File: src/hw/rtl/vfc_pkg.sv
`timescale 1ns / 1ps
// ----------------------------------------------------------------------------
// vfc_pkg - shared types and constants for voxel face culling
// Item codes, register indexes, face corner tables and the command/status
// structs between controller and datapath.
// ----------------------------------------------------------------------------
package vfc_pkg;

    typedef enum logic {
        CMD_WRITE = 1'b0,
        CMD_QUERY = 1'b1
    } vfc_op_t;

    typedef enum logic [1:0] {
        REG_SIZE_X = 2'd0,
        REG_SIZE_Y = 2'd1,
        REG_SIZE_Z = 2'd2
    } vfc_reg_t;

    localparam logic [7:0] EMPTY_COLOR = 8'hff;
    localparam int         SIZE_CAP    = 32;
    localparam int         NUM_FACES   = 6;
    localparam logic [2:0] LAST_STEP   = 3'd6;

    // Corner sign mask: bit 0 +x, bit 1 +y, bit 2 +z.
    localparam logic [2:0] CORNER_SIGN [8] = '{
        3'b000, 3'b001, 3'b011, 3'b010,
        3'b100, 3'b101, 3'b111, 3'b110
    };

    // Corners of each face in emission order.
    localparam logic [2:0] FACE_CORNERS [6][4] = '{
        '{3'd0, 3'd4, 3'd7, 3'd3},
        '{3'd2, 3'd6, 3'd5, 3'd1},
        '{3'd0, 3'd1, 3'd5, 3'd4},
        '{3'd7, 3'd6, 3'd2, 3'd3},
        '{3'd3, 3'd2, 3'd1, 3'd0},
        '{3'd4, 3'd5, 3'd6, 3'd7}
    };

    // Controller to datapath.
    typedef struct packed {
        logic       load;
        logic       wr_en;
        logic       rd_en;
        logic       capture;
        logic [2:0] step;
        logic       emit;
        logic [2:0] face;
        logic [1:0] corner;
        logic       last;
    } vfc_cmd_t;

    // Datapath to controller.
    typedef struct packed {
        logic       is_query;
        logic       in_range;
        logic       center_empty;
        logic [5:0] vis;
    } vfc_stat_t;

endpackage

File: src/hw/rtl/vfc_ctrl.sv
`timescale 1ns / 1ps
// ----------------------------------------------------------------------------
// vfc_ctrl - sequencing state machine
// Walks decode, seven store reads (centre then six neighbours), face scan
// and corner emission.
// ----------------------------------------------------------------------------
module vfc_ctrl (
    input  logic                clk,
    input  logic                rst_n,
    input  logic                start,
    output logic                busy,
    input  vfc_pkg::vfc_stat_t  stat,
    output vfc_pkg::vfc_cmd_t   cmd
);

    typedef enum logic [2:0] {
        ST_IDLE,
        ST_DECODE,
        ST_READ,
        ST_CAPTURE,
        ST_SCAN,
        ST_EMIT
    } state_t;

    state_t     state_reg;
    logic [2:0] step_reg;
    logic [2:0] face_reg;
    logic [1:0] corner_reg;
    logic       busy_reg;

    logic [3:0] first_vis;
    logic [3:0] next_vis;

    function automatic int vis_pkg_hi();
        return vfc_pkg::NUM_FACES - 1;
    endfunction

    // Lowest visible face at or above 'from'; bit 3 flags a hit.
    function automatic logic [3:0] find_vis(input logic [5:0] vis, input logic [2:0] from);
        logic [3:0] res;
        res = 4'd0;
        for (int i = vis_pkg_hi(); i >= 0; i--) begin
            if (vis[i] && (3'(i) >= from)) begin
                res = {1'b1, 3'(i)};
            end
        end
        return res;
    endfunction

    assign first_vis = find_vis(stat.vis, 3'd0);
    assign next_vis  = find_vis(stat.vis, 3'(face_reg + 3'd1));

    always_comb
    begin
        cmd         = '0;
        cmd.load    = (state_reg == ST_IDLE) && start;
        cmd.wr_en   = (state_reg == ST_DECODE) && !stat.is_query;
        cmd.rd_en   = (state_reg == ST_READ);
        cmd.capture = (state_reg == ST_CAPTURE);
        cmd.step    = step_reg;
        cmd.emit    = (state_reg == ST_EMIT);
        cmd.face    = face_reg;
        cmd.corner  = corner_reg;
        cmd.last    = (corner_reg == 2'd3) && !next_vis[3];
    end

    assign busy = busy_reg;

    always_ff @(posedge clk or negedge rst_n)
    begin
        if (!rst_n)
        begin
            state_reg  <= ST_IDLE;
            step_reg   <= 3'd0;
            face_reg   <= 3'd0;
            corner_reg <= 2'd0;
            busy_reg   <= 1'b0;
        end
        else
        begin
            unique case (state_reg)
                ST_IDLE:
                begin
                    if (start)
                    begin
                        state_reg <= ST_DECODE;
                        busy_reg  <= 1'b1;
                    end
                end
                ST_DECODE:
                begin
                    if (stat.is_query && stat.in_range)
                    begin
                        step_reg  <= 3'd0;
                        state_reg <= ST_READ;
                    end
                    else
                    begin
                        state_reg <= ST_IDLE;
                        busy_reg  <= 1'b0;
                    end
                end
                ST_READ:
                begin
                    state_reg <= ST_CAPTURE;
                end
                ST_CAPTURE:
                begin
                    if ((step_reg == 3'd0) && stat.center_empty)
                    begin
                        state_reg <= ST_IDLE;
                        busy_reg  <= 1'b0;
                    end
                    else if (step_reg == vfc_pkg::LAST_STEP)
                    begin
                        state_reg <= ST_SCAN;
                    end
                    else
                    begin
                        step_reg  <= step_reg + 3'd1;
                        state_reg <= ST_READ;
                    end
                end
                ST_SCAN:
                begin
                    if (first_vis[3])
                    begin
                        face_reg   <= first_vis[2:0];
                        corner_reg <= 2'd0;
                        state_reg  <= ST_EMIT;
                    end
                    else
                    begin
                        state_reg <= ST_IDLE;
                        busy_reg  <= 1'b0;
                    end
                end
                ST_EMIT:
                begin
                    if (corner_reg != 2'd3)
                    begin
                        corner_reg <= corner_reg + 2'd1;
                    end
                    else if (next_vis[3])
                    begin
                        face_reg   <= next_vis[2:0];
                        corner_reg <= 2'd0;
                    end
                    else
                    begin
                        state_reg <= ST_IDLE;
                        busy_reg  <= 1'b0;
                    end
                end
                default:
                begin
                    state_reg <= ST_IDLE;
                    busy_reg  <= 1'b0;
                end
            endcase
        end
    end

endmodule

File: config.mk
export PLATFORM = sky130hd
export DESIGN_NAME = vfc_ctrl
export DESIGN_NICKNAME = d
export VERILOG_FILES = /design/src/hw/rtl/vfc_pkg.sv /design/src/hw/rtl/vfc_ctrl.sv
export SDC_FILE = /design/constraint.sdc
export NUM_CORES = 1
export LEC_CHECK = 0
export ABC_AREA = 1
export BUFFER_PORTS_ARGS = -buffer_cell sky130_fd_sc_hd__buf_2
export CORE_ASPECT_RATIO = 0.75
export CORE_MARGIN = 3
export CORE_UTILIZATION = 52
export DETAILED_ROUTE_END_ITERATION = 8
export GPL_TIMING_DRIVEN = 0
export PLACE_DENSITY = 0.79
export RECOVER_POWER = 50
export SYNTH_ARGS = -nofsm -noshare
export SYNTH_HDL_FRONTEND = slang
export SYNTH_SLANG_ARGS = --single-unit
File: constraint.sdc
create_clock -name clk -period 1.95 [get_ports clk]
set_input_delay 0.2925 -clock clk [delete_from_list [all_inputs] [get_ports clk]]
set_output_delay 0.2925 -clock clk [all_outputs]
set_load 0.01 [all_outputs]
### Yosys cells after proc, flatten, opt, wreduce, memory -nomap -nowiden

Cells that the tools add are included.

* input bits: 12
* logic and storage cells: 96
* output and inout bits: 15
* bits in registers: 12

* reduce and logical (&&, ||, !) cells: 22
* magnitude comparators: 6
* add/sub/neg operators: 3
* muxes and demuxes: 39
* equal/unequal tests: 20
* bitwise logic cells: 1

Operator list (count)
* two-way mux 4 bit: 12
* two-way mux 3 bit: 12
* != test 2 bit, second input constant: 9
* case mux 3 bit (6 select lines): 1
* case mux 3 bit (2 select lines): 2
* logical AND 1 bit: 11
* equality test 3 bit, second input constant: 3
* two-way mux 2 bit: 4
* AND reduction 4 bit: 2
* AND reduction 7 bit: 1
* adder 3 x 1 -> 3 bit, second input constant: 2
* equality test 3 x 2 -> 1 bit, second input constant: 2
* greater-or-equal comparator 1 x 3 -> 1 bit, first input constant: 2
* greater-or-equal comparator 2 x 3 -> 1 bit, first input constant: 2
* greater-or-equal comparator 3 bit, first input constant: 2
* zero test 3 bit: 2
* two-way mux 1 bit: 6
* != test 2 x 1 -> 1 bit, second input constant: 3
* case mux 1 bit (6 select lines): 1
* AND reduction 3 bit: 2
* case mux 2 bit (2 select lines): 1
* nonzero test 2 bit: 2
* equality test 3 x 1 -> 1 bit, second input constant: 1
* != test 3 x 1 -> 1 bit, second input constant: 1
* 4 further kinds: 5

### Longest topological paths before layout

Gate-level depths: netlist (run 1).

* depth in word-level cells: 12
* mapped depth: 13
* mapped depth without buffers: 13

### Least setup slack after synthesis (run 1)

Ideal clock, no wire load.

* path type: reg2out
* start: register face_reg[0]
* end: output cmd[0] in the netlist's numbering
* buffers on the path: 0
* data arrival time: 1464 ps
* cell stages (with the launch flop): 9
* setup slack: 193 ps
* cell sequence: dfrtp_1 ha_1 a21oi_1 nand2_2 nand2_2 nand2_2 nor2_8 nand2_4 inv_1

RTL lines
* start, declared: line vfc_ctrl.sv:27 `logic [2:0] face_reg;`
* start signal, assigned: line vfc_ctrl.sv:128 `face_reg <= first_vis[2:0];`
* start signal, assigned: line vfc_ctrl.sv:146 `face_reg <= next_vis[2:0];`
* end, declared: line vfc_ctrl.sv:13 `output vfc_pkg::vfc_cmd_t cmd`

==> results of run 1 <==
## power groups by stage
stage / registers (W) / clock network [W] / logic [W]
after floorplan: 0.000452 / 0 / 0.000488
after global placement: 0.000429 / 0 / 0.000696
after detailed placement: 0.000436 / 0 / 0.000712
after CTS: 0.000441 / 0.000210 / 0.000798
after global routing: 0.000460 / 0.000226 / 0.000916
final: 0.000443 / 0.000208 / 0.000826
## routing by layer
layer	share of wire [%]	vias to the layer above
met5	0	-
met4	1.4	0
met3	5.0	4
met2	48	33
met1	46	475
li1	-	531
## worst reg2reg max path: stages, from the launching register on
cell and delay (ns):
dfrtp_2 0.45, inv_2 0.09, ha_4 0.22, a21oi_2 0.14, nand2_2 0.08, nand2_2 0.10
nand2_4 0.08, nor2_8 0.12, buf_4 0.11, nand2_2 0.06, nand2_2 0.08, inv_2 0.07
nand2_1 0.08, o21ai_2 0.06
## cell families (layout without fill, tap and decap cells)
| group | after synthesis | after routing | synth area share [%] |
|---|---|---|---|
| simple gates | 81 | 81 | 41.72 |
| compound gates | 19 | 19 | 10.88 |
| buf+inv | 26 | 65 | 9.916 |
| flops | 12 | 12 | 29.02 |
| fa+ha+maj | 7 | 7 | 8.464 |
## stage by stage
stage | setup slack [ns] | setup TNS, ns
CTS | -0.07576 | -0.07576
global route | -0.1679 | -0.1679
detailed placement | 0.06342 | 0
finish | -0.08852 | -0.08852
global placement | 0.08413 | 0
floorplan | 0.1930 | 0
## what timing repair did
item	CTS	global route
hold buffers	1	0
resized for setup	10	3
pin swaps	3	6
setup endpoints to repair	1	1
endpoints found under the hold margin	12	0
setup buffers	2	6
## cells in the final DEF (no fill, tap or decap), types with 3 or more instances in the layout
cell	Yosys	final
nand2_1	30	28
inv_1	19	17
buf_4	0	8
a21oi_1	7	6
ha_1	7	5
o21ai_0	6	6
dfrtp_1	12	10
nand3_2	3	3
clkbuf_1	0	7
inv_2	6	8
nand2_4	3	4
o21ai_2	3	3
nand3_1	12	12
nand2_2	13	14
nor2_2	2	3
nor2_1	13	12
clkbuf_4	0	3
buf_2	0	18
## worst paths after layout
path                                   from            end  slack, ns  depth (start not counted)
worst max register to register  face_reg[1]    face_reg[1]       0.11                         13
min in group asynchronous             rst_n  corner_reg[1]       0.54                          2
worst min-delay path                  start           busy       0.25                          3
max in group asynchronous             rst_n    face_reg[1]       0.95                          2
worst max-delay path            face_reg[1]         cmd[0]      -0.09                         10
worst min register to register         busy           busy       0.49                          2
## layout make-up
class                           count  area [sq um]
Inverter                           26         102.6
Clock buffer                        4         36.28
Fill cell                         135         465.4
Timing Repair Buffer               35         197.7
Multi-Input combinational cell    107         673.1
Sequential cell                    12         302.8
Tap cell                           22         27.53
==> results.txt, run 1 <==
Status - finished, violations left
GR Util met2 - 32.66%
Clk_skew - 0.004496 ns
Period utilization - 104.5%
Max Cap Viol - 0
I/O pin cnt - 27
Crit. End Element - primary output
Yosys cell types - 21
Clock sink count - 12
Via count - 1043
Clock Path Buffers - 2
WP data arrival - 1.75 ns
Clock share of power - 14.1%
Kind of critical path - flip-flop to primary output
Internal power - 0.0007886 W
PwrDens - 1102 nW/um^2
Pin count of the biggest net entering global routing - 13
Violated checks - negative setup slack
First-pass DRT Iterations - 4
Worst VDD drop - 0.7277 mV
First-pass GRT wire length - 3808 um
Vias in the first global route - 867
Die width - 57.51 um
Total Power - 0.001477 W
Slowest stage delay, CP - 0.45 ns
Initial DRC Count - 26
Final #Nets - 204
Seq pwr share - 30.0%
Antenna Cells - 0
Final Hold Slack - 0.2534 ns
Area Overhead vs Synth - 29.50%
Number of buffers added on ports - 26
Starting Density - 57.31%
Largest cells by area after synthesis - dfrtp_1 (29%), nand2_1 (11%), ha_1 (8.5%)
CP top delay family - flip-flops
Logic pwr share - 55.9%
Clock buffer count from CTS - 3
Synth warnings - 0
Final hold violation count - 0
Final setup fails - 1
Placement Cell Area - 1192 sq um
Slew Limit Fails - 0
Root Buffer - clkbuf_4
Synth cell count leaders - nand2_1 (30), inv_1 (19), nand2_2 (13), nor2_1 (13)
Post-synth EDFFs - 0
Syn avg cell area - 7.136 sq um
HPWL after DPL - 1882 um
Critical Path, Cell by Cell - inv_2, ha_4, a21oi_2, nand2_2, nand2_2, nand2_4, nor2_8, nand2_4, inv_2, buf_6
NetSw - 0.0006886 W
Gr busiest metal - met2
Layout cells sized above 1 - 41.30%
RSZ-0062 raised after global routing - true
Design Area, Final - 1340 sq um
Netlist Area Pre-Place - 1035 sq um
Min Tclk post-route - 2.039 ns
Syn Nets - 164
Die ar. - 2567 sq um
Highest clock rate - 0.4906 GHz
GR met1 Demand/Resource - 26.30%
Initial antenna violation count - 0
Overall Global Routing Usage - 20.36%
Antenna viol nets, final - 0
Met3 Use GR - 6.122%
Most common cell in the netlist - nand2_1
P_leak - 0.7551 nW
Clk_lat worst skew - 0.28 ns
Slew headroom - 56.56%
Worst Path Required - 1.66 ns
Mean routed wirelength per cell - 12.43 um
DRC - 0
FF+latch count, synth - 12
Reg clk slew, reported paths - 0.08 ns
Worst-Margin Slew - 0.6516 ns
Area leader, netlist - dfrtp_1
Top cell type's share of synthesized area - 29.02%
Routed vias/inst - 5.063
Global route overflow - 0
Die Y - 44.63 um
Site Rows - 13
Slowest-stage cell, CP - dfrtp_2
Routed WL - 2560 um
Crit start category - flip-flop
Tightest Hold Check Type - primary input to flip-flop
Final WS setup - -0.08852 ns
Final core occ - 74.22%
CTS tree - yes
Placed Cells - 193
CTS H-tree lvls - 1
CP bufs+invs - 3
Non-filler cells, final - 206
Ys async rst share - 100.0%
Ys flop type - dfrtp_1
Switching Fraction - 46.61%
Mapped Cells - 145
Core area - 1805 sq um
GP Congestion - 0.8858
Critical-path maximum fanout - 5
Post-synthesis sequential area ratio - 29.02%
(Power assumes the default switching activity.)
==> inputs of run 2 (changes only) <==
- CORE_ASPECT_RATIO: 0.75 -> not set
- CORE_UTILIZATION: 52 -> 30
- PLACE_DENSITY: 0.79 -> not set
==> results.txt, run 2 (synthesis gave the netlist of run 1 again) <==
Logic pwr share - 59.2%
Slowest-stage cell, CP - dfrtp_2
Die width - 64.73 um
CTS tree - yes
Kind of critical path - flip-flop to primary output
Slew Limit Fails - 0
First-pass GRT wire length - 3815 um
Initial antenna violation count - 0
Highest clock rate - 0.5191 GHz
Site Rows - 20
DRC - 0
Final core occ - 43.07%
FILL cells - 342
Mean routed wirelength per cell - 9.432 um
WP data arrival - 1.63 ns
RSZ-0062 raised after global routing - true
Switching Fraction - 45.85%
Layout cells sized above 1 - 41.62%
GP Congestion - 0.7784
Routed vias/inst - 4.367
Clock buffer count from CTS - 3
CP top delay family - simple AND/OR/NAND/NOR gates
Most used cell, CP - nand2_4
First-pass DRT Iterations - 4
HPWL after DPL - 1738 um
Final WS setup - 0.02355 ns
Die Y - 64.73 um
Slowest stage delay, CP - 0.47 ns
Clock share of power - 9.9%
Antenna viol nets, final - 0
Clock sink count - 12
CP bufs+invs - 2
Critical Path, Cell by Cell - ha_4, nor2_2, nand2_1, nand3_2, nand2_4, nor2_8, nand2_4, inv_2, buf_6
Area Overhead vs Synth - 32.29%
Starting Density - 32.56%
Overall Global Routing Usage - 11.42%
Worst Path Required - 1.66 ns
Setup_tns - 0 ns
Leading cell type in the layout, fill and taps excluded - nand2_1
Design Area, Final - 1369 sq um
PwrDens - 1055 nW/um^2
Reg clk slew, reported paths - 0.07 ns
Most frequent cells in the layout - nand2_1 (29), buf_2 (18), inv_1 (17)
Non-filler cells, final - 229
Crit. End Element - primary output
Clk_lat worst skew - 0.26 ns
Global route overflow - 0
Via count - 1000
Root Buffer - clkbuf_4
Final hold violation count - 0
Worst VDD drop - 0.4960 mV
I/O pin cnt - 27
Number of buffers added on ports - 26
Max Cap Viol - 0
Placed Cells - 215
Period utilization - 98.79%
Final setup fails - 0
Vias in the first global route - 929
Seq pwr share - 30.9%
Final #Nets - 206
Routed WL - 2160 um
Critical-path maximum fanout - 6
Initial DRC Count - 36
Crit start category - flip-flop
Antenna Cells - 0
Clk_skew - 0.005716 ns
Worst-Margin Slew - 0.6355 ns
Internal power - 0.0007822 W
NetSw - 0.0006623 W
Setup WS pre-CTS - 0.03889 ns
Status - complete, no violations
Clock Path Buffers - 2
Tightest Hold Check Type - primary input to flip-flop
CTS H-tree lvls - 1
Pin count of the biggest net entering global routing - 13
Core area - 3178 sq um
Placement Cell Area - 1220 sq um
Min Tclk post-route - 1.926 ns
Die ar. - 4190 sq um
Slew headroom - 57.64%
P_leak - 0.7623 nW
-- run 2: cell count changes in the layout (fill, tap and decap cells not counted) --
cell	before	now
buf_4	8	10
clkbuf_8	1	0
nand2_1	28	29
nand2_2	14	13
nor2_1	12	11
nor2_2	3	4
-- run 2: metal layers --
layer / share of wire, % / global-route usage (%) / vias to the layer above
li1: - / - / 539
met1: 49 / 15.14 / 426
met2: 44 / 18.39 / 33
met3: 6.3 / 1.733 / 2
met4: 0.60 / 4.749 / 0
met5: 0 / 0 / -
-- run 2: what timing repair did --
action | CTS | global route
gates resized for setup | 10 | 3
endpoints found under the setup margin | 1 | 1
pin swaps | 8 | 10
hold buffers | 1 | 0
endpoints found under the hold margin | 12 | 0
setup buffers | 8 | 2
-- run 2: worst reg2reg max path: stages (launching register included) --
cell and delay, ns:
dfrtp_2 0.47, ha_4 0.29, nor2_2 0.08, nand2_1 0.07
nand3_2 0.09, nand2_4 0.08, nor2_8 0.12, nand2_4 0.05
buf_4 0.14, nand2_4 0.08, nand3_2 0.06, nand2_1 0.05
nand2_1 0.04
-- run 2: worst paths after layout --
check,end,slack [ns],startpoint,cells after the start
max,cmd[0],0.02,face_reg[0],9
min,busy,0.27,start,3
max reg2reg,busy,0.24,face_reg[0],12
min reg2reg,busy,0.48,busy,2
max in group asynchronous,face_reg[1],0.95,rst_n,2
min in group asynchronous,busy,0.55,rst_n,2
-- run 2: power groups by stage --
stage / Clock [W] / Sequential, W / Combinational (W)
5_1_grt: 0.000165 / 0.000467 / 0.000968
6_report: 0.000142 / 0.000446 / 0.000856
2_1_floorplan: 0 / 0.000452 / 0.000488
3_5_place_dp: 0 / 0.000436 / 0.000710
4_1_cts: 0.000151 / 0.000446 / 0.000844
3_3_place_gp: 0 / 0.000437 / 0.000703
-- run 2: layout make-up --
type,count,area (sq um),area share (%)
repair buffers,37,212.7,15.54
multi-input cells,107,673.1,49.18
flip-flops and latches,12,302.8,22.12
inverters,26,102.6,7.495
clock buffers,3,22.52,1.645
well taps,44,55.05,4.022
-- run 2: through the flow --
step	power, W	hold WS [ns]
after global routing	0.001600	0.2958
after detailed placement	0.001146	0.1860
after global placement	0.001139	0.1857
after CTS	0.001441	0.2641
final	0.001444	0.2689
after floorplan	0.0009400	-0.003091
